### config.mk
export PLATFORM = sky130hd
export DESIGN_NAME = line_point_generator_flat
export DESIGN_NICKNAME = d
export VERILOG_FILES = /design/src/sv/lpg_pkg.sv /design/src/sv/lpg_in_if.sv /design/src/sv/lpg_out_if.sv /design/src/sv/lpg_step.sv /design/src/sv/lpg_skid.sv /design/src/sv/line_point_generator.sv /design/src/flat_wrapper.sv
export VERILOG_INCLUDE_DIRS = /design/src /design/src/sv
export SDC_FILE = /design/constraint.sdc
export NUM_CORES = 1
export LEC_CHECK = 0
export BUFFER_PORTS_ARGS = -buffer_cell sky130_fd_sc_hd__buf_2
export CORE_ASPECT_RATIO = 1.4
export CORE_UTILIZATION = 62
export DETAILED_ROUTE_END_ITERATION = 12
export PLACE_DENSITY = 0.82
export SLEW_MARGIN = 20
export SYNTH_ARGS = -nofsm -noshare
export SYNTH_HDL_FRONTEND = slang
export SYNTH_HIERARCHICAL = 1
export SYNTH_SLANG_ARGS = --single-unit
### constraint.sdc
create_clock -name clk_i -period 5.67 [get_ports clk_i]
set_clock_uncertainty 0.15 [all_clocks]
set_input_delay 0.8505 -clock clk_i [delete_from_list [all_inputs] [get_ports clk_i]]
set_output_delay 0.8505 -clock clk_i [all_outputs]
set_load 0.02 [all_outputs]
### src/sv/line_point_generator_defines.svh
// ----------------------------------------------------------------------------
// Line point generator assertion macros
// Shorthand for the concurrent checks at the end of the top level.
// ----------------------------------------------------------------------------
`ifndef LINE_POINT_GENERATOR_DEFINES_SVH
`define LINE_POINT_GENERATOR_DEFINES_SVH

// Same-cycle implication, disabled while reset is asserted.
`define LPG_ASSERT_NOW(label, clk, rst_n, ante, cons, msg) \
  label: assert property (@(posedge clk) disable iff (!rst_n) (ante) |-> (cons)) \
    else $error(msg);

// Next-cycle implication, disabled while reset is asserted.
`define LPG_ASSERT_NEXT(label, clk, rst_n, ante, cons, msg) \
  label: assert property (@(posedge clk) disable iff (!rst_n) (ante) |=> (cons)) \
    else $error(msg);

`endif

### src/sv/lpg_pkg.sv
// ----------------------------------------------------------------------------
// Line point generator package
// Shared constants, action and direction codes, and the status bundle.
// ----------------------------------------------------------------------------
`default_nettype none

package lpg_pkg;

  localparam int unsigned COORD_BITS_DEF = 11;
  localparam int unsigned COLOR_BITS     = 16;

  // Action field of an input item.
  localparam logic ACT_LOAD = 1'b0;
  localparam logic ACT_STEP = 1'b1;

  // Step direction of one axis.
  localparam logic [1:0] DIR_NONE = 2'd0;
  localparam logic [1:0] DIR_INC  = 2'd1;
  localparam logic [1:0] DIR_DEC  = 2'd3;

  // Status of the stepping core toward the top level.
  typedef struct packed {
    logic valid;  // a pixel is produced by the item taken this cycle
    logic last;   // that pixel ends the line
    logic busy;   // a line is in progress
  } lpg_stat_t;

endpackage

`default_nettype wire

### src/sv/lpg_in_if.sv
// ----------------------------------------------------------------------------
// Line point generator input channel
// Valid/ready channel carrying one load or step item.
// ----------------------------------------------------------------------------
`default_nettype none

interface lpg_in_if #(
  parameter int unsigned CoordBits = 11
);
  logic                 valid;
  logic                 ready;
  logic                 action;
  logic [CoordBits-1:0] x_start;
  logic [CoordBits-1:0] y_start;
  logic [CoordBits-1:0] x_end;
  logic [CoordBits-1:0] y_end;

  modport source (
    output valid, action, x_start, y_start, x_end, y_end,
    input  ready
  );

  modport sink (
    input  valid, action, x_start, y_start, x_end, y_end,
    output ready
  );
endinterface

`default_nettype wire

### src/sv/lpg_out_if.sv
// ----------------------------------------------------------------------------
// Line point generator output channel
// Valid/ready channel carrying one plotted pixel.
// ----------------------------------------------------------------------------
`default_nettype none

interface lpg_out_if #(
  parameter int unsigned CoordBits = 11
);
  logic                 valid;
  logic                 ready;
  logic [CoordBits-1:0] pixel_x;
  logic [CoordBits-1:0] pixel_y;
  logic [15:0]          pixel_color;
  logic                 last;

  modport source (
    output valid, pixel_x, pixel_y, pixel_color, last,
    input  ready
  );

  modport sink (
    input  valid, pixel_x, pixel_y, pixel_color, last,
    output ready
  );
endinterface

`default_nettype wire

### src/sv/lpg_step.sv
// ----------------------------------------------------------------------------
// Line point generator stepping core
// Holds the line state and advances it by one load or one step per item.
// ----------------------------------------------------------------------------
`default_nettype none

module lpg_step import lpg_pkg::*; #(
  parameter int unsigned CoordBits = COORD_BITS_DEF
) (
  input  logic                 clk_i,
  input  logic                 rst_ni,
  input  logic                 take_i,
  input  logic                 action_i,
  input  logic [CoordBits-1:0] x_start_i,
  input  logic [CoordBits-1:0] y_start_i,
  input  logic [CoordBits-1:0] x_end_i,
  input  logic [CoordBits-1:0] y_end_i,
  output logic [CoordBits-1:0] pixel_x_o,
  output logic [CoordBits-1:0] pixel_y_o,
  output lpg_stat_t            stat_o
);

  localparam int unsigned ErrBits = CoordBits + 1;

  logic [CoordBits-1:0] cur_col_q, cur_col_d, cur_row_q, cur_row_d;
  logic [ErrBits-1:0]   col_err_q, col_err_d, row_err_q, row_err_d;
  logic [CoordBits-1:0] abs_dx_q, abs_dx_d, abs_dy_q, abs_dy_d;
  logic [CoordBits-1:0] span_q, span_d;
  logic [1:0]           col_dir_q, col_dir_d, row_dir_q, row_dir_d;
  logic [ErrBits-1:0]   points_left_q, points_left_d;
  logic                 busy_q, busy_d;

  logic [1:0]           col_dir_ld, row_dir_ld;
  logic [CoordBits-1:0] abs_dx_ld, abs_dy_ld, span_ld;
  logic [ErrBits-1:0]   span_w, col_sum, row_sum, pl_dec;
  logic [CoordBits-1:0] col_moved, row_moved;
  logic                 step_fire;

  // Direction and absolute delta of each axis for a load.
  always_comb begin
    if (x_end_i > x_start_i) begin
      col_dir_ld = DIR_INC;
      abs_dx_ld  = x_end_i - x_start_i;
    end else if (x_end_i < x_start_i) begin
      col_dir_ld = DIR_DEC;
      abs_dx_ld  = x_start_i - x_end_i;
    end else begin
      col_dir_ld = DIR_NONE;
      abs_dx_ld  = '0;
    end
    if (y_end_i > y_start_i) begin
      row_dir_ld = DIR_INC;
      abs_dy_ld  = y_end_i - y_start_i;
    end else if (y_end_i < y_start_i) begin
      row_dir_ld = DIR_DEC;
      abs_dy_ld  = y_start_i - y_end_i;
    end else begin
      row_dir_ld = DIR_NONE;
      abs_dy_ld  = '0;
    end
    span_ld = (abs_dx_ld > abs_dy_ld) ? abs_dx_ld : abs_dy_ld;
  end

  always_comb begin
    case (col_dir_q)
      DIR_INC: col_moved = cur_col_q + CoordBits'(1);
      DIR_DEC: col_moved = cur_col_q - CoordBits'(1);
      default: col_moved = cur_col_q;
    endcase
    case (row_dir_q)
      DIR_INC: row_moved = cur_row_q + CoordBits'(1);
      DIR_DEC: row_moved = cur_row_q - CoordBits'(1);
      default: row_moved = cur_row_q;
    endcase
  end

  assign span_w    = {1'b0, span_q};
  assign col_sum   = col_err_q + {1'b0, abs_dx_q};
  assign row_sum   = row_err_q + {1'b0, abs_dy_q};
  assign pl_dec    = points_left_q - ErrBits'(1);
  assign step_fire = take_i && (action_i == ACT_STEP) && busy_q;

  always_comb begin
    cur_col_d     = cur_col_q;
    cur_row_d     = cur_row_q;
    col_err_d     = col_err_q;
    row_err_d     = row_err_q;
    abs_dx_d      = abs_dx_q;
    abs_dy_d      = abs_dy_q;
    span_d        = span_q;
    col_dir_d     = col_dir_q;
    row_dir_d     = row_dir_q;
    points_left_d = points_left_q;
    busy_d        = busy_q;
    if (take_i && (action_i == ACT_LOAD)) begin
      // A load always restarts, abandoning any line in progress.
      cur_col_d     = x_start_i;
      cur_row_d     = y_start_i;
      col_err_d     = '0;
      row_err_d     = '0;
      abs_dx_d      = abs_dx_ld;
      abs_dy_d      = abs_dy_ld;
      span_d        = span_ld;
      col_dir_d     = col_dir_ld;
      row_dir_d     = row_dir_ld;
      points_left_d = {1'b0, span_ld} + ErrBits'(2);
      busy_d        = 1'b1;
    end else if (step_fire) begin
      if (col_sum > span_w) begin
        col_err_d = col_sum - span_w;
        cur_col_d = col_moved;
      end else begin
        col_err_d = col_sum;
      end
      if (row_sum > span_w) begin
        row_err_d = row_sum - span_w;
        cur_row_d = row_moved;
      end else begin
        row_err_d = row_sum;
      end
      points_left_d = pl_dec;
      busy_d        = (pl_dec != '0);
    end
  end

  always_ff @(posedge clk_i or negedge rst_ni) begin
    if (!rst_ni) begin
      cur_col_q     <= '0;
      cur_row_q     <= '0;
      col_err_q     <= '0;
      row_err_q     <= '0;
      abs_dx_q      <= '0;
      abs_dy_q      <= '0;
      span_q        <= '0;
      col_dir_q     <= DIR_NONE;
      row_dir_q     <= DIR_NONE;
      points_left_q <= '0;
      busy_q        <= 1'b0;
    end else begin
      cur_col_q     <= cur_col_d;
      cur_row_q     <= cur_row_d;
      col_err_q     <= col_err_d;
      row_err_q     <= row_err_d;
      abs_dx_q      <= abs_dx_d;
      abs_dy_q      <= abs_dy_d;
      span_q        <= span_d;
      col_dir_q     <= col_dir_d;
      row_dir_q     <= row_dir_d;
      points_left_q <= points_left_d;
      busy_q        <= busy_d;
    end
  end

  assign pixel_x_o    = cur_col_q;
  assign pixel_y_o    = cur_row_q;
  assign stat_o.valid = step_fire;
  assign stat_o.last  = (points_left_q == ErrBits'(1));
  assign stat_o.busy  = busy_q;

endmodule

`default_nettype wire

### src/sv/lpg_skid.sv
// ----------------------------------------------------------------------------
// Line point generator result buffer
// Two-entry first-in first-out buffer between the core and the output channel.
// ----------------------------------------------------------------------------
`default_nettype none

module lpg_skid #(
  parameter int unsigned Width = 39
) (
  input  logic             clk_i,
  input  logic             rst_ni,
  input  logic             push_i,
  input  logic [Width-1:0] data_i,
  output logic             room_o,
  output logic             valid_o,
  output logic [Width-1:0] data_o,
  input  logic             pop_i
);

  logic [Width-1:0] slot_q [2];
  logic             wr_ptr_q, rd_ptr_q;
  logic [1:0]       count_q, count_d;
  logic             pop;

  assign pop     = valid_o && pop_i;
  assign valid_o = (count_q != 2'd0);
  assign room_o  = (count_q != 2'd2);
  assign data_o  = slot_q[rd_ptr_q];
  assign count_d = count_q + {1'b0, push_i} - {1'b0, pop};

  always_ff @(posedge clk_i) begin
    if (push_i) begin
      slot_q[wr_ptr_q] <= data_i;
    end
  end

  always_ff @(posedge clk_i or negedge rst_ni) begin
    if (!rst_ni) begin
      wr_ptr_q <= 1'b0;
      rd_ptr_q <= 1'b0;
      count_q  <= 2'd0;
    end else begin
      if (push_i) begin
        wr_ptr_q <= ~wr_ptr_q;
      end
      if (pop) begin
        rd_ptr_q <= ~rd_ptr_q;
      end
      count_q <= count_d;
    end
  end

endmodule

`default_nettype wire

### src/sv/line_point_generator.sv
// ----------------------------------------------------------------------------
// Line point generator
// Error-accumulating line rasterizer, one pixel per step of an active line.
// ----------------------------------------------------------------------------
// Usage:
// An item on in_i either loads a new line (action load, endpoints taken from
// the item) or steps the current line (action step). A load produces no
// pixel and restarts the generator even in the middle of a line. Each step
// while a line is in progress produces one pixel on out_o in the current
// draw color; a step while idle is taken and dropped. A line of major span S
// gives S + 2 pixels, the first point twice, and the final one has last set.
// The user must write the draw color through cfg_we_i/cfg_wdata_i only while
// idle; the block does not enforce this. Throughput is one item per cycle
// while in_i.ready is high, set by the single state update per step. Each
// pixel is registered in a two-entry buffer, so one more item is taken while
// a pixel waits; when the buffer is full in_i.ready drops until out_o drains.
// Reset clears the line state, the color and the buffer; no line is active.
// ----------------------------------------------------------------------------
`default_nettype none

`include "line_point_generator_defines.svh"

module line_point_generator import lpg_pkg::*; #(
  parameter int unsigned COORD_BITS = COORD_BITS_DEF
) (
  input  logic                  clk_i,
  input  logic                  rst_ni,
  input  logic                  cfg_we_i,
  input  logic [COLOR_BITS-1:0] cfg_wdata_i,
  lpg_in_if.sink                in_i,
  lpg_out_if.source             out_o
);

  localparam int unsigned BufWidth = 2 * COORD_BITS + COLOR_BITS + 1;

  logic [COLOR_BITS-1:0] draw_color_q;
  logic                  room;
  logic                  take;
  logic [COORD_BITS-1:0] core_x, core_y;
  lpg_stat_t             stat;
  logic [BufWidth-1:0]   buf_in, buf_out;

  always_ff @(posedge clk_i or negedge rst_ni) begin
    if (!rst_ni) begin
      draw_color_q <= '0;
    end else if (cfg_we_i) begin
      draw_color_q <= cfg_wdata_i;
    end
  end

  assign in_i.ready = room;
  assign take       = in_i.valid && room;

  lpg_step #(
    .CoordBits (COORD_BITS)
  ) u_step (
    .clk_i     (clk_i),
    .rst_ni    (rst_ni),
    .take_i    (take),
    .action_i  (in_i.action),
    .x_start_i (in_i.x_start),
    .y_start_i (in_i.y_start),
    .x_end_i   (in_i.x_end),
    .y_end_i   (in_i.y_end),
    .pixel_x_o (core_x),
    .pixel_y_o (core_y),
    .stat_o    (stat)
  );

  assign buf_in = {core_x, core_y, draw_color_q, stat.last};

  lpg_skid #(
    .Width (BufWidth)
  ) u_skid (
    .clk_i   (clk_i),
    .rst_ni  (rst_ni),
    .push_i  (stat.valid),
    .data_i  (buf_in),
    .room_o  (room),
    .valid_o (out_o.valid),
    .data_o  (buf_out),
    .pop_i   (out_o.ready)
  );

  assign out_o.pixel_x     = buf_out[BufWidth-1 -: COORD_BITS];
  assign out_o.pixel_y     = buf_out[COLOR_BITS+COORD_BITS -: COORD_BITS];
  assign out_o.pixel_color = buf_out[COLOR_BITS -: COLOR_BITS];
  assign out_o.last        = buf_out[0];

  // A pixel is only produced when the buffer has room for it.
  `LPG_ASSERT_NOW(a_push_room, clk_i, rst_ni, stat.valid, room, "pixel pushed into full buffer")

  // The final pixel of a line leaves the core idle.
  `LPG_ASSERT_NEXT(a_last_idle, clk_i, rst_ni, stat.valid && stat.last, !stat.busy,
                   "core still busy after final pixel")

  // A pixel that is not the final one keeps the line going.
  `LPG_ASSERT_NEXT(a_mid_busy, clk_i, rst_ni, stat.valid && !stat.last, stat.busy,
                   "core went idle before final pixel")

  // A taken load always starts a line.
  `LPG_ASSERT_NEXT(a_load_busy, clk_i, rst_ni, take && (in_i.action == ACT_LOAD), stat.busy,
                   "load did not start a line")

endmodule

`default_nettype wire
### src/flat_wrapper.sv
// flat-port wrapper written by rule: the top's interface ports become plain ports
module line_point_generator_flat import lpg_pkg::*;
#(
  parameter int unsigned COORD_BITS = COORD_BITS_DEF
)
  (clk_i, rst_ni, cfg_we_i, cfg_wdata_i, in_i_valid, in_i_action, in_i_x_start, in_i_y_start, in_i_x_end, in_i_y_end, in_i_ready, out_o_valid, out_o_pixel_x, out_o_pixel_y, out_o_pixel_color, out_o_last, out_o_ready);
  lpg_in_if in_i_i ();
  lpg_out_if out_o_i ();
  input  logic clk_i;
  input  logic rst_ni;
  input  logic cfg_we_i;
  input  logic [COLOR_BITS-1:0] cfg_wdata_i;
  input wire logic [$bits(in_i_i.valid)-1:0] in_i_valid;
  input wire logic [$bits(in_i_i.action)-1:0] in_i_action;
  input wire logic [$bits(in_i_i.x_start)-1:0] in_i_x_start;
  input wire logic [$bits(in_i_i.y_start)-1:0] in_i_y_start;
  input wire logic [$bits(in_i_i.x_end)-1:0] in_i_x_end;
  input wire logic [$bits(in_i_i.y_end)-1:0] in_i_y_end;
  output wire logic [$bits(in_i_i.ready)-1:0] in_i_ready;
  output wire logic [$bits(out_o_i.valid)-1:0] out_o_valid;
  output wire logic [$bits(out_o_i.pixel_x)-1:0] out_o_pixel_x;
  output wire logic [$bits(out_o_i.pixel_y)-1:0] out_o_pixel_y;
  output wire logic [$bits(out_o_i.pixel_color)-1:0] out_o_pixel_color;
  output wire logic [$bits(out_o_i.last)-1:0] out_o_last;
  input wire logic [$bits(out_o_i.ready)-1:0] out_o_ready;
  assign in_i_i.valid = in_i_valid;
  assign in_i_i.action = in_i_action;
  assign in_i_i.x_start = in_i_x_start;
  assign in_i_i.y_start = in_i_y_start;
  assign in_i_i.x_end = in_i_x_end;
  assign in_i_i.y_end = in_i_y_end;
  assign in_i_ready = in_i_i.ready;
  assign out_o_valid = out_o_i.valid;
  assign out_o_pixel_x = out_o_i.pixel_x;
  assign out_o_pixel_y = out_o_i.pixel_y;
  assign out_o_pixel_color = out_o_i.pixel_color;
  assign out_o_last = out_o_i.last;
  assign out_o_i.ready = out_o_ready;
  line_point_generator #(.COORD_BITS(COORD_BITS)) u_core (.clk_i(clk_i), .rst_ni(rst_ni), .cfg_we_i(cfg_we_i), .cfg_wdata_i(cfg_wdata_i), .in_i(in_i_i), .out_o(out_o_i));
endmodule
==> Word level (Yosys, flattened, before mapping) <==
Memory sizes are Yosys's and may differ from the RTL's.
Cells that the tools add are included.
{ "word_totals": {"inputBits": 66, "regBits": 116, "wordCells": 91, "mem_bits_ro": 0, "latchBits": 0, "mem_bits_rw": 78, "out_inout_bits": 41, "memories": 1} }
{ "classes": {"n_eq_ne": 6, "mul": 0, "bitwise_logic": 3, "addsub": 16, "div": 0, "n_reduce_logical": 14, "order_cmp": 7, "shifts": 0, "n_mux": 29} }
{ "mem_list": {"columns": ["memory", "depth", "width", "read_ports", "rd_ports_with_merged_regs", "write_ports", "line_no", "text"], "rows": [
  ["u_core.u_skid.slot_q", 2, 39, 1, 0, 1, "lpg_skid.sv:20", "logic [Width-1:0] slot_q [2];"]
]} }
{ "ops": {"columns": ["operator", "count"], "rows": [
  ["2-to-1 mux 11 bit", 11],
  ["2-to-1 mux 12 bit", 8],
  ["case mux 11 bit (2 select lines)", 2],
  ["subtractor 11 bit", 4],
  ["greater-than comparator 11 bit", 3],
  ["adder 12 x 11 -> 12 bit", 2],
  ["greater-than comparator 12 x 11 -> 1 bit", 2],
  ["subtractor 12 x 11 -> 12 bit", 2],
  ["adder 11 x 1 -> 11 bit, second input constant", 2],
  ["< comparator 11 bit", 2],
  ["subtractor 11 x 1 -> 11 bit, second input constant", 2],
  ["adder 11 x 2 -> 12 bit, second input constant", 1],
  ["equality test 12 x 1 -> 1 bit, second input constant", 1],
  ["nonzero test 12 bit", 1],
  ["subtractor 12 x 1 -> 12 bit, second input constant", 1],
  ["2-to-1 mux 2 bit", 4],
  ["nonzero test 2 bit", 4],
  ["AND reduction 3 bit", 2],
  ["nonzero test 3 bit", 2],
  ["logical AND 1 bit", 5],
  ["equality test 2 x 1 -> 1 bit, second input constant", 2],
  ["equality test 2 bit, second input constant", 2],
  ["2-to-1 mux 1 bit", 4],
  ["NOT 1 bit", 3],
  ["other kinds (3)", 3]
]} }

==> Depth between registers and ports, before layout <==
Gate-level depths: netlist of the first run.
{ "depth": {"word_depth": 7, "ltp_mapped": 25, "ltp_nobuf": 23} }

==> Modules after synthesis <==
The synthesis of the first run kept the hierarchy.
{ "by_module_without_submodules": {"columns": ["module", "n_inst", "area_per_inst_um2", "cells_per_inst", "seq_area_each_um2"], "rows": [
  ["lpg_step", 1, 9801.9, 1228, 2402.3],
  ["lpg_skid", 1, 3024.2, 138, 2442.3],
  ["line_point_generator", 1, 655.6, 35, 400.4]
]} }

==> Least setup slack after synthesis of the first run <==
No wires, ideal clock.
{ "synth_path": {"path_type": "input-to-reg", "from": "input port in_i_y_start[8]", "to": "register u_core.u_step.points_left_q[9]", "setup_time_ns": 0.126, "t_arrival_ns": 5.512, "setup_slack_ns": -0.118, "n_path_buf": 5, "t_required_ns": 5.394, "path_stages": 24, "path_cell_list": "inv_1 -> ha_1 -> buf_6 -> a21oi_4 -> o21ai_2 -> a22o_1 -> buf_6 -> or3_4 -> buf_6 -> mux2_2 -> o21ai_0 -> ha_1 -> a21oi_1 -> a211oi_1 -> a211oi_1 -> or2_2 -> clkbuf_1 -> buf_4 -> mux2i_1 -> ha_1 -> nor2b_1 -> nor4b_1 -> xor2_1 -> a21oi_1"} }
{ "synth_via": {"elab_chain_len": 7, "elab_cells_between_ends": 10, "classes_between": "add/sub: 3; order compare: 3; mux: 4"} }
{ "synth_rtl": {"columns": ["element", "line_no", "text"], "rows": [
  ["start: declaration", "flat_wrapper.sv:16", "input wire logic [$bits(in_i_i.y_start)-1:0] in_i_y_start;"],
  ["subtractor 11 bit / < comparator 11 bit (equally long branches)", "lpg_step.sv:56, lpg_step.sv:54", null],
  ["2-to-1 mux 11 bit", "lpg_step.sv:54", "end else if (y_end_i < y_start_i) begin"],
  ["2-to-1 mux 11 bit (*)", "lpg_step.sv:51", "if (y_end_i > y_start_i) begin"],
  ["greater-than comparator 11 bit", "lpg_step.sv:61", "span_ld = (abs_dx_ld > abs_dy_ld) ? abs_dx_ld : abs_dy_ld;"],
  ["2-to-1 mux 11 bit (*)", "lpg_step.sv:61", null],
  ["named net u_core.u_step.span_ld[1]", "lpg_step.sv:34", "logic [CoordBits-1:0] abs_dx_ld, abs_dy_ld, span_ld;"],
  ["adder 11 x 2 -> 12 bit (*)", "lpg_step.sv:106", "points_left_d = {1'b0, span_ld} + ErrBits'(2);"],
  ["2-to-1 mux 12 bit (*)", "lpg_step.sv:95", "if (take_i && (action_i == ACT_LOAD)) begin"],
  ["end signal: assignment", "lpg_step.sv:149", "points_left_q <= points_left_d;"],
  ["end: declaration", "lpg_step.sv:30", "logic [ErrBits-1:0] points_left_q, points_left_d;"]
]} }
Mark *: on every way through the listed nets, which the timed path passes. The rest lies on a longest branch.
A chain may end at the register's enable or synchronous reset.

==> Final worst setup path of the first run <==
{ "layout_path": {"from": "input port in_i_x_end[0]", "to": "register u_core.u_step.points_left_q[9]"} }
{ "layout_via": {"elab_chain_len": 7, "elab_cells_between_ends": 10, "classes_between": "add/sub: 3; order compare: 3; mux: 4"} }
{ "layout_rtl": {"columns": ["element", "line_no", "text"], "rows": [
  ["start: declaration", "flat_wrapper.sv:17", "input wire logic [$bits(in_i_i.x_end)-1:0] in_i_x_end;"],
  ["subtractor 11 bit / < comparator 11 bit (equally long branches)", "lpg_step.sv:46, lpg_step.sv:44", null],
  ["2-to-1 mux 11 bit", "lpg_step.sv:44", "end else if (x_end_i < x_start_i) begin"],
  ["2-to-1 mux 11 bit (*)", "lpg_step.sv:41", "if (x_end_i > x_start_i) begin"],
  ["named net u_core.u_step.abs_dx_ld[8]", "lpg_step.sv:34", null],
  ["greater-than comparator 11 bit (*)", "lpg_step.sv:61", null],
  ["2-to-1 mux 11 bit (*)", "lpg_step.sv:61", null],
  ["named net u_core.u_step.span_ld[1]", "lpg_step.sv:34", null],
  ["adder 11 x 2 -> 12 bit (*)", "lpg_step.sv:106", null],
  ["2-to-1 mux 12 bit (*)", "lpg_step.sv:95", null]
]} }
Marked as above.

==> results of run 1 <==
==> worst max path at each step <==
stage / cells after the start / to
floorplan: 22 / u_core/u_step/points_left_q[10]
global placement: 20 / u_core/u_step/points_left_q[10]
detailed placement: 23 / u_core/u_step/points_left_q[9]
CTS: 23 / u_core/u_step/points_left_q[9]
global route: 24 / u_core/u_step/points_left_q[9]
finish: 24 / u_core/u_step/points_left_q[9]
==> layout make-up <==
class	count	area, sq um	share of cell area (%)
Clock inverter	15	173	1.12
Multi-Input combinational cell	1038	7560	49.1
Inverter	111	417	2.70
Timing Repair Buffer	203	1260	8.18
Clock buffer	17	425	2.76
Tap cell	260	325	2.11
Sequential cell	194	5250	34.0
==> metal layers <==
metal  track usage, %  wire length (microns)
met1             34.8                  13200
met2             55.0                  17000
met3             3.85                   1570
met4             15.8                   1260
met5                0                      0
==> per-stage QoR <==
stage | setup TNS [ps] | cells | instance area (sq um) | setup slack (ps) | utilization [%]
floorplan | 0 | 1400 | 13500 | 27.1 | -
global placement | -67.5 | 1805 | 14800 | -40.0 | 69.4
detailed placement | -913 | 1805 | 14800 | -277 | 69.4
CTS | 0 | 1837 | 15400 | 209 | 72.2
global route | -28.6 | 1838 | 15400 | -28.6 | 72.4
finish | 0 | 1838 | 15400 | 228 | 72.4
==> power groups by stage <==
stage               clock network (mW)  registers, mW  logic, mW
floorplan                            0           2.18       4.59
global placement                     0           2.33       5.63
detailed placement                   0           2.36       5.83
CTS                               1.24           2.33       5.91
global route                      1.30           2.39       6.65
finish                            1.22           2.34       6.01
==> registers in the layout (all words and copies together) (netlist names), 2 cells and up <==
| name | count |
|---|---|
| u_core/u_skid/slot_q | 78 |
| u_core/draw_color_q | 16 |
| u_core/u_step/col_err_q | 12 |
| u_core/u_step/points_left_q | 12 |
| u_core/u_step/row_err_q | 12 |
| u_core/u_step/abs_dx_q | 11 |
| u_core/u_step/abs_dy_q | 11 |
| u_core/u_step/pixel_x_o | 11 |
| u_core/u_step/pixel_y_o | 11 |
| u_core/u_step/span_q | 11 |
| u_core/u_skid/count_q | 2 |
| u_core/u_step/col_dir_q | 2 |
| u_core/u_step/row_dir_q | 2 |
==> critical path: stages <==
cell and delay [ps]:
buf_2 100, inv_1 50, ha_1 150, inv_1 50
fa_1 380, a21oi_1 280, o221ai_1 240, a21o_1 220
a21o_1 190, mux2_2 260, o22ai_1 190, inv_1 70
ha_1 300, nand4_1 160, a211oi_2 290, a211oi_2 80
or2_2 360, buf_4 190, mux2i_1 220, ha_1 220
nor2b_1 190, nor4b_2 270, xor2_1 200, a21oi_1 90
==> timing repair <==
| action | 4_1_cts | 5_1_grt |
|---|---|---|
| endpoints found under the setup margin | 0 | 3 |
| buffers inserted | 0 | 1 |
| gates resized for setup | 0 | 9 |
| hold buffers | 0 | 0 |
==> impl_metrics.py, run 1 <==
metrics = {
    "sta": {
        "slew_headroom_pct": 27.9,
        "finalCritPeriodShare_pct": 96.0,
        "tightestPinTransition_ps": 1080,
        "hold_viol_final": 0,
        "hold_ws_ps": 319,
        "min_period_ps": 5440,
        "slew_violations": 0,
        "setup_violations": 0,
        "fmaxAchievable_mhz": 184,
    },
    "global_routing": {
        "grt_max_degree": 67,
        "first_global_vias": 11073,
        "antenna_found_initial": 0,
        "gr-total-overflow": 0,
        "grt_use_total_pct": 30.3,
        "grt_pass1_wl_microns": 53100,
    },
    "power_and_ir_drop": {
        "sequentialPowerShare_pct": 24.4,
        "clkPwrFrac_pct": 12.8,
        "p_comb_share_pct": 62.8,
        "ir_worst_vdd_mv": 0.428,
        "power_mw": 9.57,
        "switching_power_mw": 4.40,
        "p_leak_nw": 7.16,
        "power_density_nw_per_um2": 621,
        "switching_share_pct": 46.0,
        "internal_power_mw": 5.17,
    },
    "route": {
        "num_vias": 11194,
        "drc_errors": 0,
        "first_pass_iters": 6,
        "drt-initial-drc-count": 754,
        "vias_per_cell": 6.09,
        "ant_nets": 0,
        "wl_per_cell_microns": 18.0,
        "drt_wl_total_microns": 33100,
    },
    "die": {
        "dieArea_sq_um": 22300,
        "io_pins": 107,
        "initial_core_util_pct": 63.3,
        "die_h_microns": 176,
        "fp.dieW_microns": 127,
        "fp.coreArea_sq_um": 21300,
        "rows": 63,
    },
    "worst_setup_path": {
        "path_max_fanout": 10,
        "critPathLaunch": "in_i_x_end[0]",
        "ff2ff_path_depth": 19,
        "cp-end-kind": "register",
        "r2r_start": "u_core/u_step/col_err_q[0]",
        "crit_arrival_ps": 5610,
        "r2r_end": "u_core/u_step/pixel_x_o[8]",
        "crit_type": "input pin to register",
        "required_ps": 5840,
        "cp-start-kind": "input pin",
        "rrSetupSlack_ps": 670,
    },
    "clock_network": {
        "clock_path_buffers": 2,
        "clock-root-buffer": "clkbuf_16",
        "cts_tree": "done",
        "insertion_delay_ps": 440,
        "cts_htree_levels": 4,
        "clk_pin_slew_worst_paths_ps": 70,
        "numCtsBuffers": 17,
        "cts.sinks": 194,
    },
    "final_layout": {
        "area_growth_pct": 14.4,
        "diodes": 0,
        "drive_gt1_share_pct": 21.9,
        "final_common_cell": "o21ai_0",
        "finalNetCount": 1762,
        "nFillCells": 1576,
        "mostFrequentLayoutCells": "o21ai_0, nand2_1, ha_1",
    },
    "run": {
        "maxCapViolations": 0,
    },
    "hold_path": {
        "min-delay-start": "u_core/draw_color_q[14]",
        "hold_path_end": "u_core/u_skid/slot_q[1][15]",
        "hold_path_class": "register to register",
        "hold_depth": 0,
    },
    "place": {
        "dp_hpwl_microns": 25000,
        "gp_congestion": 0.945,
        "port_buffers": 106,
    },
    "logic_synthesis": {
        "avgSynthCellArea_sq_um": 9.62,
        "yosysWarningCount": 6,
        "synth_nets": 1597,
        "syn_area_sq_um": 13500,
        "synthCells": 1400,
    },
    "outcome": {
        "outcome": "completed",
    },
}
Power figures use the tool's default switching activity.
==> run 2: changes to the inputs <==
- CORE_MARGIN: unset -> 2
- RECOVER_POWER: unset -> 50
==> impl_metrics.py, run 2 (synthesis results as in run 1) <==
metrics = {
    "outcome": {
        "outcome": "finished with violations",
        "violations": "capacitance limit, slew limit",
    },
    "worst_setup_path": {
        "crit_arrival_ps": 5520,
        "rrSetupSlack_ps": 500,
        "critical-path-slowest-cell": "ha_1",
        "required_ps": 5830,
        "cpPeakStageDelay_ps": 340,
        "path_max_fanout": 10,
        "ff2ff_path_depth": 16,
        "cp-start-kind": "input pin",
        "crit_type": "input pin to register",
        "crit_path_frequent_cell": "buf_4",
        "r2r_end": "u_core/u_step/col_err_q[7]",
        "cp-end-kind": "register",
        "r2r_start": "u_core/u_step/col_err_q[1]",
    },
    "route": {
        "wl_per_cell_microns": 18.4,
        "drc_errors": 0,
        "drt_wl_total_microns": 33900,
        "vias_per_cell": 6.15,
        "num_vias": 11302,
        "ant_nets": 0,
        "first_pass_iters": 6,
        "drt-initial-drc-count": 945,
    },
    "sta": {
        "setup_violations": 0,
        "min_period_ps": 5370,
        "tightestPinTransition_ps": 2870,
        "slew_violations": 89,
        "hold_viol_final": 0,
        "tns_ps": 0,
        "finalCritPeriodShare_pct": 94.7,
        "rsz0062_at_grt": "false",
        "fmaxAchievable_mhz": 186,
        "slew_headroom_pct": -91.5,
    },
    "clock_network": {
        "insertion_delay_ps": 450,
        "numCtsBuffers": 17,
        "clk_pin_slew_worst_paths_ps": 80,
        "cts.sinks": 194,
        "clock-root-buffer": "clkbuf_16",
        "cts_resized": 0,
        "clock_path_buffers": 2,
        "cts_tree": "done",
        "cts_htree_levels": 4,
        "ctsHoldBuffers": 0,
        "postCtsSetupBuffers": 0,
    },
    "die": {
        "fp.dieW_microns": 129,
        "io_pins": 107,
        "dieArea_sq_um": 22900,
        "rows": 63,
        "die_h_microns": 178,
        "fp.coreArea_sq_um": 21300,
        "initial_core_util_pct": 63.3,
    },
    "global_routing": {
        "first_global_vias": 11419,
        "gr-total-overflow": 0,
        "grt_max_degree": 68,
        "grt_pass1_wl_microns": 54700,
        "grt_use_total_pct": 30.3,
        "antenna_found_initial": 0,
    },
    "final_layout": {
        "largest_registers": "u_core/u_skid/slot_q: 78 flops, u_core/draw_color_q: 16 flops",
        "largest_reg_flops": 78,
        "final_common_cell": "o21ai_0",
        "nFillCells": 1602,
        "finalNetCount": 1763,
        "diodes": 0,
        "final_util_pct": 72.1,
        "top_register": "u_core/u_skid/slot_q",
        "seqCellArea_sq_um": 5250,
        "mostFrequentLayoutCells": "o21ai_0, nand2_1, ha_1",
        "area_growth_pct": 13.9,
        "drive_gt1_share_pct": 20.9,
        "finalNonFillerCells": 1839,
        "multi_input_area_sq_um": 7510,
    },
    "place": {
        "gp_congestion": 0.972,
        "dp_hpwl_microns": 25800,
        "port_buffers": 106,
        "post-place-cells": 1807,
    },
    "power_and_ir_drop": {
        "p_leak_nw": 7.11,
        "power_mw": 9.59,
        "ir_worst_vdd_mv": 0.411,
        "power_density_nw_per_um2": 625,
    },
    "hold_path": {
        "hold_depth": 0,
        "hold_path_class": "register to register",
        "min-delay-start": "u_core/draw_color_q[12]",
        "hold_path_end": "u_core/u_skid/slot_q[1][13]",
    },
    "run": {
        "maxCapViolations": 2,
    },
}
## run 2: cell count changes in the layout (fill, tap and decap cells not counted), moves of 2 or more
cell / delta
buf_4: -3
bufinv_16: -2
clkbuf_1: +4
clkinv_4: +2
clkinv_8: +2
inv_6: -3
mux2_1: +10
mux2_4: -9
## run 2: power breakdown
| part | internal, mW | leakage (nW) | switching (mW) | total (mW) |
|---|---|---|---|---|
| logic | 2.56 | 4.71 | 3.49 | 6.05 |
| clock network | 0.611 | 0.294 | 0.592 | 1.20 |
| registers | 1.94 | 2.11 | 0.392 | 2.33 |
| total | 5.11 | 7.11 | 4.47 | 9.59 |
## run 2: per-stage QoR
step           cell area (sq um)  hold slack (ps)  setup WS (ps)
2_1_floorplan              13500              288           27.1
3_3_place_gp               14800              293          -12.3
3_5_place_dp               14800              304           -256
4_1_cts                    15400              310            215
5_1_grt                    15300              329           3.70
6_report                   15300              316            303
## run 2: worst max path at each step
stage | start | end | slack, ps | cells after the start
CTS | in_i_x_end[0] | u_core/u_step/points_left_q[9] | 220 | 25
finish | in_i_x_start[1] | u_core/u_step/points_left_q[9] | 300 | 25
global placement | in_i_x_end[0] | u_core/u_step/points_left_q[10] | -10 | 22
global route | in_i_y_start[4] | u_core/u_step/points_left_q[9] | 4 | 22
floorplan | in_i_y_start[8] | u_core/u_step/points_left_q[10] | 30 | 22
detailed placement | in_i_x_end[0] | u_core/u_step/points_left_q[9] | -260 | 25
## run 2: worst max-delay path, delay by kind of cell
family	cells	cell delay, ps
multiplexers	1	290
buffers and inverters	6	850
AND/OR/NAND/NOR	6	920
AO/OA/AOI/OAI	8	1570
adder cells (fa/ha/maj)	3	840
XOR/XNOR	1	190
## run 2: final cells by class
cell class | instances | share of cell area, %
multi-input combinational | 1038 | 49.0
sequential | 194 | 34.2
timing repair buffer | 204 | 8.17
clock buffer | 18 | 2.93
inverter | 111 | 2.71
clock inverter | 14 | 0.929
tap | 260 | 2.12
## run 2: layer usage
metal / GRT usage (%) / part of all wire [%] / vias to the layer above
met1: 34.8 / 39 / 5401
met3: 4.44 / 4.6 / 102
met2: 55.6 / 52 / 404
li1: - / - / 5395
met5: 0 / 0 / -
met4: 13.4 / 4.2 / 0
==> run 3: changes to the inputs <==
- GPL_TIMING_DRIVEN: unset -> 0
- SKIP_LAST_GASP: unset -> 1
==> impl_metrics.py, run 3 (synthesis results as in run 1) <==
metrics = {
    "final_layout": {
        "area_growth_pct": 14.1,
        "nFillCells": 1570,
        "finalNonFillerCells": 1814,
        "mostFrequentLayoutCells": "o21ai_0, nand2_1, ha_1",
        "largest_reg_flops": 78,
        "drive_gt1_share_pct": 19.7,
        "diodes": 0,
        "top_register": "u_core/u_skid/slot_q",
        "finalNetCount": 1738,
        "largest_registers": "u_core/u_skid/slot_q: 78 flops, u_core/draw_color_q: 16 flops",
        "final_common_cell": "o21ai_0",
    },
    "global_routing": {
        "antenna_found_initial": 0,
        "first_global_vias": 11144,
        "met1_usage_pct": 35.4,
        "top_usage_layer": "met2",
        "gr-total-overflow": 0,
        "use_met2_pct": 53.0,
        "grt_pass1_wl_microns": 54400,
        "grt_use_total_pct": 30.2,
        "grt.met3_usage_pct": 4.50,
        "grt_max_degree": 67,
    },
    "worst_setup_path": {
        "crit_type": "input pin to register",
        "cp-end-kind": "register",
        "critical-path-slowest-cell": "or4_1",
        "cp-start-kind": "input pin",
        "path_buf_inv": 6,
        "cp_top_family": "simple AND/OR/NAND/NOR gates",
        "crit_arrival_ps": 5840,
        "cp_cell_sequence": "buf_2 -> inv_1 -> ha_1 -> buf_2 -> nand2_1 -> a21oi_4 -> o21ai_0 -> and4_1 -> clkbuf_4 -> or4_1 -> o211a_4 -> inv_2 -> ha_1 -> a21oi_1 -> o21ai_0 -> a211oi_4 -> or2_4 -> buf_6 -> mux2i_4 -> ha_4 -> nor2b_1 -> nor4b_4 -> xor2_1 -> a21oi_1",
        "path_max_fanout": 10,
        "required_ps": 5850,
        "cpPeakStageDelay_ps": 570,
    },
    "clock_network": {
        "cts.sinks": 194,
        "clock-root-buffer": "clkbuf_16",
        "insertion_delay_ps": 450,
        "clk_pin_slew_worst_paths_ps": 70,
        "cts_tree": "done",
        "ctsHoldBuffers": 0,
        "numCtsBuffers": 17,
        "clock_path_buffers": 2,
        "cts_htree_levels": 4,
    },
    "die": {
        "initial_core_util_pct": 63.3,
        "dieArea_sq_um": 22900,
        "die_h_microns": 178,
        "rows": 63,
        "fp.dieW_microns": 129,
        "io_pins": 107,
        "fp.coreArea_sq_um": 21300,
    },
    "route": {
        "drc_errors": 0,
        "drt-initial-drc-count": 831,
        "wl_per_cell_microns": 19.2,
        "first_pass_iters": 6,
        "num_vias": 11320,
        "ant_nets": 0,
        "vias_per_cell": 6.24,
        "drt_wl_total_microns": 34700,
    },
    "place": {
        "gp_congestion": 0.928,
        "post-place-cells": 1768,
        "port_buffers": 105,
        "dp_hpwl_microns": 25900,
    },
    "outcome": {
        "outcome": "finished with violations",
        "violations": "capacitance limit, slew limit",
    },
    "sta": {
        "fmaxAchievable_mhz": 177,
        "hold_viol_final": 0,
        "hold_ws_ps": 310,
        "slew_headroom_pct": -86.6,
        "tightestPinTransition_ps": 2800,
        "setup_violations": 0,
        "min_period_ps": 5660,
        "slew_violations": 119,
        "finalCritPeriodShare_pct": 99.8,
    },
    "power_and_ir_drop": {
        "p_leak_nw": 6.90,
        "power_mw": 9.69,
        "switching_share_pct": 47.4,
        "power_density_nw_per_um2": 631,
        "switching_power_mw": 4.59,
        "ir_worst_vdd_mv": 0.333,
        "p_comb_share_pct": 64.7,
        "clkPwrFrac_pct": 11.9,
        "internal_power_mw": 5.10,
        "sequentialPowerShare_pct": 23.4,
    },
    "run": {
        "maxCapViolations": 2,
    },
    "hold_path": {
        "hold_path_class": "register to register",
    },
}
## run 3: path summary, 6_finish.rpt
check | start | slack [ps] | depth (start not counted) | endpoint
max in group asynchronous | rst_ni | 1460 | 2 | u_core/u_step/col_dir_q[1]
min in group asynchronous | rst_ni | 1140 | 1 | u_core/u_step/pixel_y_o[5]
min reg2reg | u_core/draw_color_q[11] | 310 | 0 | u_core/u_skid/slot_q[0][12]
min | u_core/draw_color_q[11] | 310 | 0 | u_core/u_skid/slot_q[0][12]
max | in_i_x_start[8] | 10 | 24 | u_core/u_step/points_left_q[9]
max reg2reg | u_core/u_step/abs_dx_q[0] | 520 | 21 | u_core/u_step/pixel_x_o[9]
## run 3: repair_timing
| action | in CTS | in global routing |
|---|---|---|
| pin swaps | 2 | 14 |
| resized for setup | 25 | 50 |
| setup buffers | 2 | 15 |
| hold endpoints to repair | 0 | 0 |
| setup endpoints to repair | 12 | 5 |
## run 3: power by group through the flow
| stage | sequential (mW) | combinational, mW | clock [mW] |
|---|---|---|---|
| finish | 2.27 | 6.27 | 1.15 |
| global route | 2.31 | 6.94 | 1.21 |
| CTS | 2.26 | 6.02 | 1.16 |
| detailed placement | 2.29 | 5.90 | 0 |
| global placement | 2.27 | 5.68 | 0 |
| floorplan | 2.18 | 4.59 | 0 |
## run 3: layer usage
| metal | wire length, microns | share of wire, % |
|---|---|---|
| met2 | 17400 | 50 |
| met3 | 1930 | 5.6 |
| met1 | 13500 | 39 |
| met5 | 0 | 0 |
| met4 | 1880 | 5.4 |
## run 3: per-stage QoR
stage               setup TNS (ps)  setup WS, ps  utilization [%]  cell area [sq um]
global route                  -244          -108             72.2              15400
detailed placement          -13010         -1290             67.7              14400
floorplan                        0          27.1                -              13500
CTS                              0          17.8             70.9              15100
finish                           0          10.2             72.2              15400
global placement            -12310         -1260             67.4              14300
## run 3: cell type report
class	instances	area (sq um)	area share, %
inverters	111	417	2.71
well taps	260	325	2.12
multi-input cells	1038	7840	51.0
clock buffers	18	429	2.79
repair buffers	125	694	4.52
clock inverters	14	126	0.822
flip-flops and latches	194	5250	34.1
plain buffers	54	294	1.91
